File: config.mk
export PLATFORM = sky130hd
export DESIGN_NAME = sensor_report_deframer_unit
export DESIGN_NICKNAME = d
export VERILOG_FILES = /design/src/hdl/srd_pkg.sv /design/src/hdl/srd_dpath.sv /design/src/hdl/srd_ctrl.sv /design/src/hdl/sensor_report_deframer_unit.sv
export VERILOG_INCLUDE_DIRS = /design/src /design/src/hdl
export SDC_FILE = /design/constraint.sdc
export NUM_CORES = 1
export LEC_CHECK = 0
export BUFFER_PORTS_ARGS = -buffer_cell sky130_fd_sc_hd__buf_4
export CAP_MARGIN = 25
export CELL_PAD_IN_SITES_DETAIL_PLACEMENT = 0
export CELL_PAD_IN_SITES_GLOBAL_PLACEMENT = 1
export CORE_AREA = 2 2 255 257
export DETAILED_ROUTE_END_ITERATION = 8
export DIE_AREA = 0 0 257 259
export PLACE_DENSITY_LB_ADDON = 0.1
export SLEW_MARGIN = 10
export SYNTH_ARGS = -nofsm -noshare
export SYNTH_HDL_FRONTEND = slang
export SYNTH_SLANG_ARGS = --single-unit
File: constraint.sdc
create_clock -name clock -period 14.1 [get_ports clock]
set_clock_uncertainty 0.2 [all_clocks]
set_input_delay 0 -clock clock [delete_from_list [all_inputs] [get_ports clock]]
set_output_delay 0 -clock clock [all_outputs]
set_load 0.005 [all_outputs]
File: src/hdl/sensor_report_deframer_unit_macros.svh
// Assertion macros for the sensor report deframer RTL.
`ifndef SENSOR_REPORT_DEFRAMER_UNIT_MACROS_SVH
`define SENSOR_REPORT_DEFRAMER_UNIT_MACROS_SVH

// Same-cycle implication, sampled on the rising clock, off during reset.
`define SRD_ASSERT_IMPLIES(label, ante, cons, msg) \
   label: assert property (@(posedge clock) disable iff (reset) (ante) |-> (cons)) \
      else $error(msg);

// Next-cycle implication, sampled on the rising clock, off during reset.
`define SRD_ASSERT_NEXT(label, ante, cons, msg) \
   label: assert property (@(posedge clock) disable iff (reset) (ante) |=> (cons)) \
      else $error(msg);

`endif

File: src/hdl/srd_pkg.sv
// Shared types and constants of the sensor report deframer.
`timescale 1ns / 1ps

package srd_pkg;

   localparam int MAX_OBS_DEF = 15;
   localparam int OBS_W       = 44;
   localparam int POS_W       = 7;
   localparam int RSP_DATA_W  = 72;

   typedef enum logic [1:0] {
      STAT_OK      = 2'd0,
      STAT_CRC_BAD = 2'd1,
      STAT_SHORT   = 2'd2
   } report_status_type;

   // controller -> datapath
   typedef struct packed {
      logic              take;
      logic              ld_status;
      report_status_type st_code;
      logic              ld_obs;
      logic              emit_clr;
   } srd_cmd_type;

   // datapath -> controller
   typedef struct packed {
      logic is_final;
      logic crc_match;
      logic emit_any;
      logic emit_last;
      logic out_free;
   } srd_stat_type;

endpackage

File: src/hdl/srd_dpath.sv
// Datapath: header and observation registers, CRC, observation store, result register.
`timescale 1ns / 1ps

module srd_dpath #(
   parameter int MAX_OBS = srd_pkg::MAX_OBS_DEF
) (
   input  logic                            clock,
   input  logic                            reset,
   input  srd_pkg::srd_cmd_type            cmd,
   output srd_pkg::srd_stat_type           stat,
   input  logic [7:0]                      req_byte,
   input  logic                            req_last,
   input  logic                            csr_valid,
   input  logic [3:0]                      csr_wdata,
   input  logic                            rsp_tready,
   output logic                            rsp_tvalid,
   output logic [srd_pkg::RSP_DATA_W-1:0]  rsp_tdata,
   output logic                            rsp_tuser,
   output logic                            rsp_tlast
);

   localparam int          AW         = (MAX_OBS > 1) ? $clog2(MAX_OBS) : 1;
   localparam logic [3:0]  VER_RESET  = 4'd1;
   localparam logic [7:0]  NIB_MASK   = 8'h0f;
   localparam logic [31:0] CRC_POLY   = 32'hEDB88320;
   localparam logic [3:0]  OBS_LIMIT  = 4'(MAX_OBS);

   function automatic logic [31:0] crc_byte(input logic [31:0] crc_i, input logic [7:0] b);
      logic [31:0] c;
      c = crc_i ^ {24'd0, b};
      for (int i = 0; i < 8; i++) begin
         c = c[0] ? ((c >> 1) ^ CRC_POLY) : (c >> 1);
      end
      return c;
   endfunction

   logic [3:0]                   ver_ff;
   logic [srd_pkg::POS_W-1:0]    pos_ff, pos_in;
   logic [srd_pkg::POS_W-1:0]    crc_end_ff, crc_end_in;
   logic [3:0]                   count_ff, count_in;
   logic                         vflag_ff, vflag_in;
   logic [15:0]                  ident_ff, ident_in;
   logic [31:0]                  crc_ff, crc_in;
   logic [31:0]                  rxcrc_ff, rxcrc_in;
   logic [srd_pkg::OBS_W-1:0]    asm_ff, asm_in;
   logic [2:0]                   off_ff, off_in;
   logic [3:0]                   idx_ff, idx_in;
   logic                         wr_en;
   logic [3:0]                   emit_idx_ff;
   logic [3:0]                   emit_n;
   logic [srd_pkg::OBS_W-1:0]    rd_data_ff;
   logic [srd_pkg::OBS_W-1:0]    store_mem [MAX_OBS];

   logic                         is_header;
   logic                         obs_region;
   logic [7:0]                   count_byte;

   // result register
   logic                         out_valid_ff;
   logic                         out_kind_ff;
   logic [15:0]                  out_ident_ff;
   logic [3:0]                   out_idx_ff;
   logic [srd_pkg::OBS_W-1:0]    out_rec_ff;
   srd_pkg::report_status_type   out_st_ff;
   logic                         out_vflag_ff;
   logic [3:0]                   out_count_ff;
   logic                         out_last_ff;

   assign is_header  = (pos_ff == '0);
   assign obs_region = !is_header && (pos_ff >= 7'd4) && (pos_ff < crc_end_ff);
   assign count_byte = req_byte & NIB_MASK;
   assign emit_n     = (count_ff < OBS_LIMIT) ? count_ff : OBS_LIMIT;

   assign stat.is_final  = !is_header && (pos_ff == crc_end_ff + 7'd3);
   assign stat.crc_match = (~crc_ff) == {rxcrc_ff[23:0], req_byte};
   assign stat.emit_any  = (emit_n != 4'd0);
   assign stat.emit_last = (emit_idx_ff == emit_n - 4'd1);
   assign stat.out_free  = !out_valid_ff || rsp_tready;

   always_comb begin
      pos_in     = pos_ff;
      crc_end_in = crc_end_ff;
      count_in   = count_ff;
      vflag_in   = vflag_ff;
      ident_in   = ident_ff;
      crc_in     = crc_ff;
      rxcrc_in   = rxcrc_ff;
      asm_in     = asm_ff;
      off_in     = off_ff;
      idx_in     = idx_ff;
      wr_en      = 1'b0;
      if (cmd.take) begin
         if (is_header) begin
            vflag_in   = (req_byte[7:4] != ver_ff);
            count_in   = count_byte[3:0];
            crc_end_in = {1'b0, count_byte[3:0], 2'b00} + {2'b00, count_byte[3:0], 1'b0}
                         + 7'd4;
            ident_in   = '0;
            rxcrc_in   = '0;
            asm_in     = '0;
            off_in     = '0;
            idx_in     = '0;
            crc_in     = crc_byte('1, req_byte);
         end else if (pos_ff < crc_end_ff) begin
            crc_in = crc_byte(crc_ff, req_byte);
            if (pos_ff == 7'd2 || pos_ff == 7'd3) begin
               ident_in = {ident_ff[7:0], req_byte};
            end
         end else begin
            rxcrc_in = {rxcrc_ff[23:0], req_byte};
         end
         if (obs_region) begin
            case (off_ff)
               3'd0:    asm_in = {req_byte, 36'd0};
               3'd1:    asm_in = asm_ff | {8'd0, req_byte[7:4], 32'd0};
               3'd2:    asm_in = asm_ff | (srd_pkg::OBS_W'(req_byte) << 24);
               3'd3:    asm_in = asm_ff | (srd_pkg::OBS_W'(req_byte) << 16);
               3'd4:    asm_in = asm_ff | (srd_pkg::OBS_W'(req_byte) << 8);
               default: asm_in = asm_ff | srd_pkg::OBS_W'(req_byte);
            endcase
            if (off_ff == 3'd5) begin
               off_in = '0;
               idx_in = idx_ff + 4'd1;
               wr_en  = (idx_ff < OBS_LIMIT);
            end else begin
               off_in = off_ff + 3'd1;
            end
         end
         pos_in = (stat.is_final || req_last) ? '0 : pos_ff + 7'd1;
      end
   end

   always_ff @(posedge clock) begin
      if (reset) begin
         ver_ff <= VER_RESET;
         pos_ff <= '0;
      end else begin
         if (csr_valid) begin
            ver_ff <= csr_wdata;
         end
         pos_ff <= pos_in;
      end
      crc_end_ff <= crc_end_in;
      count_ff   <= count_in;
      vflag_ff   <= vflag_in;
      ident_ff   <= ident_in;
      crc_ff     <= crc_in;
      rxcrc_ff   <= rxcrc_in;
      asm_ff     <= asm_in;
      off_ff     <= off_in;
      idx_ff     <= idx_in;
   end

   // observation store, one write and one registered read port
   always_ff @(posedge clock) begin
      if (wr_en) begin
         store_mem[idx_ff[AW-1:0]] <= asm_in;
      end
      rd_data_ff <= store_mem[emit_idx_ff[AW-1:0]];
   end

   always_ff @(posedge clock) begin
      if (cmd.emit_clr) begin
         emit_idx_ff <= '0;
      end else if (cmd.ld_obs) begin
         emit_idx_ff <= emit_idx_ff + 4'd1;
      end
   end

   always_ff @(posedge clock) begin
      if (reset) begin
         out_valid_ff <= 1'b0;
      end else if (cmd.ld_status || cmd.ld_obs) begin
         out_valid_ff <= 1'b1;
      end else if (rsp_tready) begin
         out_valid_ff <= 1'b0;
      end
      if (cmd.ld_status) begin
         out_kind_ff  <= 1'b1;
         out_ident_ff <= ident_in;
         out_idx_ff   <= '0;
         out_rec_ff   <= '0;
         out_st_ff    <= cmd.st_code;
         out_vflag_ff <= vflag_in;
         out_count_ff <= count_in;
         out_last_ff  <= 1'b1;
      end else if (cmd.ld_obs) begin
         out_kind_ff  <= 1'b0;
         out_ident_ff <= ident_ff;
         out_idx_ff   <= emit_idx_ff;
         out_rec_ff   <= rd_data_ff;
         out_st_ff    <= srd_pkg::STAT_OK;
         out_vflag_ff <= vflag_ff;
         out_count_ff <= count_ff;
         out_last_ff  <= 1'b0;
      end
   end

   assign rsp_tvalid = out_valid_ff;
   assign rsp_tuser  = out_kind_ff;
   assign rsp_tlast  = out_last_ff;
   assign rsp_tdata  = {1'b0, out_count_ff, out_vflag_ff, out_st_ff, out_rec_ff[31:0],
                        out_rec_ff[35:32], out_rec_ff[43:36], out_idx_ff, out_ident_ff};

endmodule

File: src/hdl/srd_ctrl.sv
// Controller: sequences byte intake, report emission and skipping of trailing bytes.
`timescale 1ns / 1ps

module srd_ctrl (
   input  logic                   clock,
   input  logic                   reset,
   input  logic                   req_tvalid,
   input  logic                   req_tlast,
   output logic                   req_tready,
   input  srd_pkg::srd_stat_type  stat,
   output srd_pkg::srd_cmd_type   cmd
);

   typedef enum logic [2:0] {
      S_RUN,
      S_SKIP,
      S_READ,
      S_LOAD,
      S_STATUS
   } state_type;

   state_type state_ff, state_in;
   logic      skip_ff, skip_in;

   always_comb begin
      cmd        = '0;
      state_in   = state_ff;
      skip_in    = skip_ff;
      req_tready = 1'b0;
      unique case (state_ff)
         S_RUN: begin
            // a word may produce a status item, so intake waits on a free result register
            req_tready = stat.out_free;
            if (req_tvalid && stat.out_free) begin
               cmd.take = 1'b1;
               if (stat.is_final) begin
                  skip_in = !req_tlast;
                  if (stat.crc_match && stat.emit_any) begin
                     cmd.emit_clr = 1'b1;
                     state_in     = S_READ;
                  end else begin
                     cmd.ld_status = 1'b1;
                     cmd.st_code   = stat.crc_match ? srd_pkg::STAT_OK : srd_pkg::STAT_CRC_BAD;
                     state_in      = req_tlast ? S_RUN : S_SKIP;
                  end
               end else if (req_tlast) begin
                  cmd.ld_status = 1'b1;
                  cmd.st_code   = srd_pkg::STAT_SHORT;
               end
            end
         end
         S_SKIP: begin
            req_tready = 1'b1;
            if (req_tvalid && req_tlast) begin
               state_in = S_RUN;
            end
         end
         S_READ: begin
            state_in = S_LOAD;
         end
         S_LOAD: begin
            if (stat.out_free) begin
               cmd.ld_obs = 1'b1;
               state_in   = stat.emit_last ? S_STATUS : S_READ;
            end
         end
         S_STATUS: begin
            if (stat.out_free) begin
               cmd.ld_status = 1'b1;
               cmd.st_code   = srd_pkg::STAT_OK;
               state_in      = skip_ff ? S_SKIP : S_RUN;
            end
         end
         default: begin
            state_in = S_RUN;
         end
      endcase
   end

   always_ff @(posedge clock) begin
      if (reset) begin
         state_ff <= S_RUN;
         skip_ff  <= 1'b0;
      end else begin
         state_ff <= state_in;
         skip_ff  <= skip_in;
      end
   end

endmodule

File: src/hdl/sensor_report_deframer_unit.sv
// Top level of the sensor report deframer: controller, datapath and port mapping.
`timescale 1ns / 1ps

// Decodes a framed sensor report one byte per word: header (version, count n),
// padding, 16-bit sensor id, n six-byte observations and a trailing CRC-32 over
// all earlier bytes; the message is 8+6n bytes. Bytes are taken at one per cycle
// while the message is parsed, but every byte waits while a result word sits
// untaken in the result register. After the last CRC byte a good report with
// n above zero is sent as its observations (each through a read state and a load
// state, since the observation store read is registered; n capped at MAX_OBS), then
// an ok status word; input is held off until that status word has been loaded.
// A CRC failure, a good report with no observations or a buffer that ends early
// yields a single status word, loaded as the last byte is taken. Bytes after a complete
// message are dropped up to the end-of-buffer mark. The version field is only
// flagged against the csr register (reset value 1). No clearing pass after reset.
`include "sensor_report_deframer_unit_macros.svh"

module sensor_report_deframer_unit #(
   parameter int MAX_OBS = srd_pkg::MAX_OBS_DEF
) (
   input  logic                            clock,
   input  logic                            reset,
   // [7:0] data_byte
   input  logic [7:0]                      req_tdata,
   input  logic                            req_tlast,
   input  logic                            req_tvalid,
   output logic                            req_tready,
   // [15:0] sensor_ident, [19:16] obs_index, [27:20] phenomenon_code,
   // [31:28] value_kind, [63:32] value_bits, [65:64] report_status,
   // [66] version_mismatch, [70:67] obs_count, [71] zero
   output logic [srd_pkg::RSP_DATA_W-1:0]  rsp_tdata,
   // [0] item_kind
   output logic                            rsp_tuser,
   output logic                            rsp_tlast,
   output logic                            rsp_tvalid,
   input  logic                            rsp_tready,
   input  logic                            csr_valid,
   output logic                            csr_ready,
   input  logic [3:0]                      csr_wdata
);

   srd_pkg::srd_cmd_type  cmd;
   srd_pkg::srd_stat_type stat;

   assign csr_ready = 1'b1;

   srd_ctrl u_ctrl (
      .clock      (clock),
      .reset      (reset),
      .req_tvalid (req_tvalid),
      .req_tlast  (req_tlast),
      .req_tready (req_tready),
      .stat       (stat),
      .cmd        (cmd)
   );

   srd_dpath #(
      .MAX_OBS (MAX_OBS)
   ) u_dpath (
      .clock      (clock),
      .reset      (reset),
      .cmd        (cmd),
      .stat       (stat),
      .req_byte   (req_tdata),
      .req_last   (req_tlast),
      .csr_valid  (csr_valid),
      .csr_wdata  (csr_wdata),
      .rsp_tready (rsp_tready),
      .rsp_tvalid (rsp_tvalid),
      .rsp_tdata  (rsp_tdata),
      .rsp_tuser  (rsp_tuser),
      .rsp_tlast  (rsp_tlast)
   );

   `SRD_ASSERT_IMPLIES(a_no_overwrite, cmd.ld_status || cmd.ld_obs, !rsp_tvalid || rsp_tready, "result word overwritten before it was taken")
   `SRD_ASSERT_NEXT(a_load_shows, cmd.ld_status || cmd.ld_obs, rsp_tvalid, "loaded result word not presented")
   `SRD_ASSERT_IMPLIES(a_last_is_status, rsp_tvalid, rsp_tlast == rsp_tuser, "end of report does not coincide with the status word")
   `SRD_ASSERT_IMPLIES(a_index_in_range, rsp_tvalid && !rsp_tuser, rsp_tdata[19:16] < rsp_tdata[70:67], "observation index beyond announced count")

endmodule
==> metrics.yaml <==
synth:
  ys.flop_type: "edfxtp_1"
  yosysSeqAreaShare: 0.7150
  synth_mux_area_frac: 0.1256
  synth_simple_gate_area_frac: 0.04688
  yosys_warnings: 0
  synth_fp_nets: 2211
  synth_xor_area_frac: 0.04157
  synth_edf_count: 752
  synthAdderAreaFrac: 0.01115
  synth-seq-cells: 930
  synthArstFlopShare: 0
  synth_top_family_by_area: "multiplexers"
  synth_compound_area_frac: 0.04068
  yosysUniqueCellTypes: 63
  syn-cell-area_mm2: 0.03657
  syn_inst: 2161
  syn_avg_cell_area_um2: 16.92
cells_and_area:
  post-route-util: 0.6552
  drive_gt1_frac: 0.2053
  fillCellCount: 4403
  final_common_cell: "edfxtp_1"
  fin_area_mm2: 0.04185
  multi_input_area_mm2: 0.009857
  layout_common_cells: "edfxtp_1, nand2_1, mux4_2"
  nets: 2360
  antennaDiodeCount: 0
  regArea_mm2: 0.02616
  syn_to_final_growth_pct: 14.46
  final_cells: 3247
detailed_routing:
  wl_per_cell_um: 24.64
  postRouteAntennaNets: 0
  drtPass1Iterations: 6
  initialDrtViolationCount: 1638
  vias: 19080
  met1Wirelength_um: 35460
  routed_wl_um: 79990
  highest_layer: "met4"
  met3WireLength_um: 5408
  routed-wl-met2_um: 37760
  viasPerCell: 5.875
  drc: 0
grt:
  grt_max_degree: 80
  grt-ovfl-total: 0
  grt_pass1_vias: 19290
  grt_pass1_wl_um: 121800
  grt_usage: 0.2458
  antenna_found_initial: 1
pwr:
  p_leak_nw: 15.88
  comb_power_share: 0.059
  clkPwrFrac: 0.431
  power_switching_mw: 1.260
  switching_share: 0.2135
  finalPower_mw: 5.898
  cell_internal_pwr_mw: 4.639
  powerDensity_mw_per_mm2: 140.9
  peakVddDrop_mv: 0.09829
  power_frac_seq: 0.511
setup_path:
  cp_top_family: "simple AND/OR/NAND/NOR gates"
  crit_buf_inv: 2
  critical_path_class: "register to register"
  cp.required_ns: 14.18
  cp_slowest_stage_delay_ns: 0.69
  worst_setup_path_end_kind: "register"
  path_max_fanout: 25
  crit_arrival_ns: 4.69
  crit_path_top_delay_cell: "nor2_4"
  worstPathCellList: "inv_1 -> ha_1 -> o21ai_0 -> a21oi_1 -> nor3b_1 -> nand3_1 -> a311oi_1 -> nand2_1 -> nor2_4 -> buf_4"
  critPathLaunchType: "register"
sta:
  maxSlewViolCount: 0
  setup_viol: 0
  max_freq_ghz: 0.2166
  fin_crit_ns: 4.618
  tightest_slew_ns: 1.029
  fin_crit_sh: 0.3275
  final.setup.tns_ns: 0
  timing.slew.headroom: 0.3143
  finalHoldViolCount: 0
  rsz0062_at_grt: "no"
  holdWs_ns: 0.09908
  fin_ws_ns: 9.482
clock_network:
  htreeDepth: 3
  cts_tree: "done"
  clockBufferDepth: 3
  post-cts-setup-buffers: 0
  root_buffer: "clkbuf_16"
  clock_latency_ns: 0.64
  cts.clk_slew.worst_paths_ns: 0.06
  cts_buffers: 95
  cts_sinks: 930
run:
  drv_cap: 0
floorplanning:
  start_util: 0.5724
  fp.dieW_um: 257
  rows: 93
  core_mm2: 0.06388
  die_h_um: 259
  die-area_mm2: 0.06656
  pin_count: 95
placement:
  post-place-ws_ns: 8.971
  place_area_mm2: 0.03826
  dp_hpwl_um: 45300
  place_congestion: 0.8349
  io_buffers: 92
  dp.cells: 3030
outcome:
  status: "finished, final reports clean"
min_path:
  min_path_type: "primary input to register"
[cells in the mapped netlist, types with 2 or more instances]
library cell | instances | area (um2)
nand3_1 | 17 | 85.08
mux2i_1 | 56 | 560.5
conb_1 | 2 | 7.510
o22ai_1 | 8 | 50.05
dfxtp_1 | 178 | 3563
xnor2_1 | 124 | 1086
xor2_1 | 44 | 385.4
and2_1 | 20 | 125.1
o2111ai_1 | 2 | 17.52
nand2_1 | 199 | 747.0
nor3b_1 | 3 | 22.52
a21o_1 | 6 | 45.04
a221oi_1 | 2 | 17.52
buf_1 | 16 | 60.06
edfxtp_1 | 752 | 22580
nand2b_1 | 4 | 25.02
nand4_1 | 7 | 43.79
nor2b_1 | 4 | 25.02
o31ai_1 | 2 | 15.01
clkbuf_1 | 75 | 281.5
buf_4 | 9 | 67.56
nor2_1 | 83 | 311.6
xnor2_2 | 3 | 48.80
nor3_1 | 17 | 85.08
a2bb2oi_1 | 8 | 70.07
inv_1 | 54 | 202.7
ha_1 | 31 | 387.9
nor4_1 | 14 | 87.58
and3_1 | 3 | 18.77
a21oi_1 | 88 | 440.4
or3_1 | 2 | 12.51
a22o_1 | 36 | 315.3
o21ai_0 | 71 | 355.3
mux2_1 | 5 | 56.30
mux4_2 | 176 | 3964
buf_2 | 13 | 65.06
[sequential cells by signal (all words and copies together) (netlist names), 6 cells and up]
signal                count
u_dpath.crc_end_ff        6
u_dpath.crc_ff           32
u_dpath.rd_data_ff       44
u_dpath.store_mem       660
u_dpath.out_rec_ff       44
u_dpath.out_ident_ff     16
u_dpath.asm_ff           44
u_dpath.rxcrc_ff         24
u_dpath.ident_ff         16
u_dpath.pos_ff            7
[cell families (layout without fill, tap and decap cells)]
kind of cell    Yosys count  count (layout)
mux                     238             238
flops                   930             930
simple gates            381             381
fa+ha+maj                32              32
xor+xnor                171             171
buf+inv                 169             400
other cells               2               2
compound gates          238             238
[tightest hold or removal path, stage by stage]
cell	delay, ns
dlygate4sd3_1	0.54
buf_4	0.15
nor2_1	0.05
a21oi_1	0.11
nor2_1	0.04
[repair_timing]
| action | CTS | global route |
|---|---|---|
| hold buffers | 34 | 0 |
| setup endpoints to repair | 0 | 0 |
| hold endpoints to repair | 219 | 0 |
| gates resized for setup | 0 | 0 |
[final timing paths]
check | start | to | slack (ns) | cells past startpoint
setup reg to reg | u_dpath.crc_end_ff[1] | u_dpath.store_mem[10][9] | 9.48 | 10
hold reg to reg | u_dpath.rd_data_ff[38] | u_dpath.out_rec_ff[38] | 0.23 | 2
setup / recovery | u_dpath.crc_end_ff[1] | u_dpath.store_mem[10][9] | 9.48 | 10
hold / removal | req_tlast | u_ctrl.skip_ff | 0.1 | 5
[power groups by stage]
stage,Sequential (mW),Combinational (mW),Clock [mW]
5_1_grt,3.01,0.379,2.69
4_1_cts,3.01,0.344,2.59
2_1_floorplan,3.05,0.255,0
3_5_place_dp,3.07,0.334,0
3_3_place_gp,3.07,0.331,0
6_report,3.01,0.346,2.54
[final cells by class]
| type | instances | share of cell area |
|---|---|---|
| Inverter | 55 | 0.004933 |
| Timing Repair Buffer | 166 | 0.03199 |
| Clock inverter | 38 | 0.01073 |
| Clock buffer | 141 | 0.06628 |
| Multi-Input combinational cell | 1062 | 0.2355 |
| Tap cell | 855 | 0.02556 |
| Sequential cell | 930 | 0.6250 |
[per-layer routing]
metal,GRT usage,up-vias
met1,0.3650,9872
met2,0.3866,574
met3,0.04521,100
met5,0,-
li1,-,8531
met4,0.05200,0
Note: power is estimated with default switching activity, not from simulation.
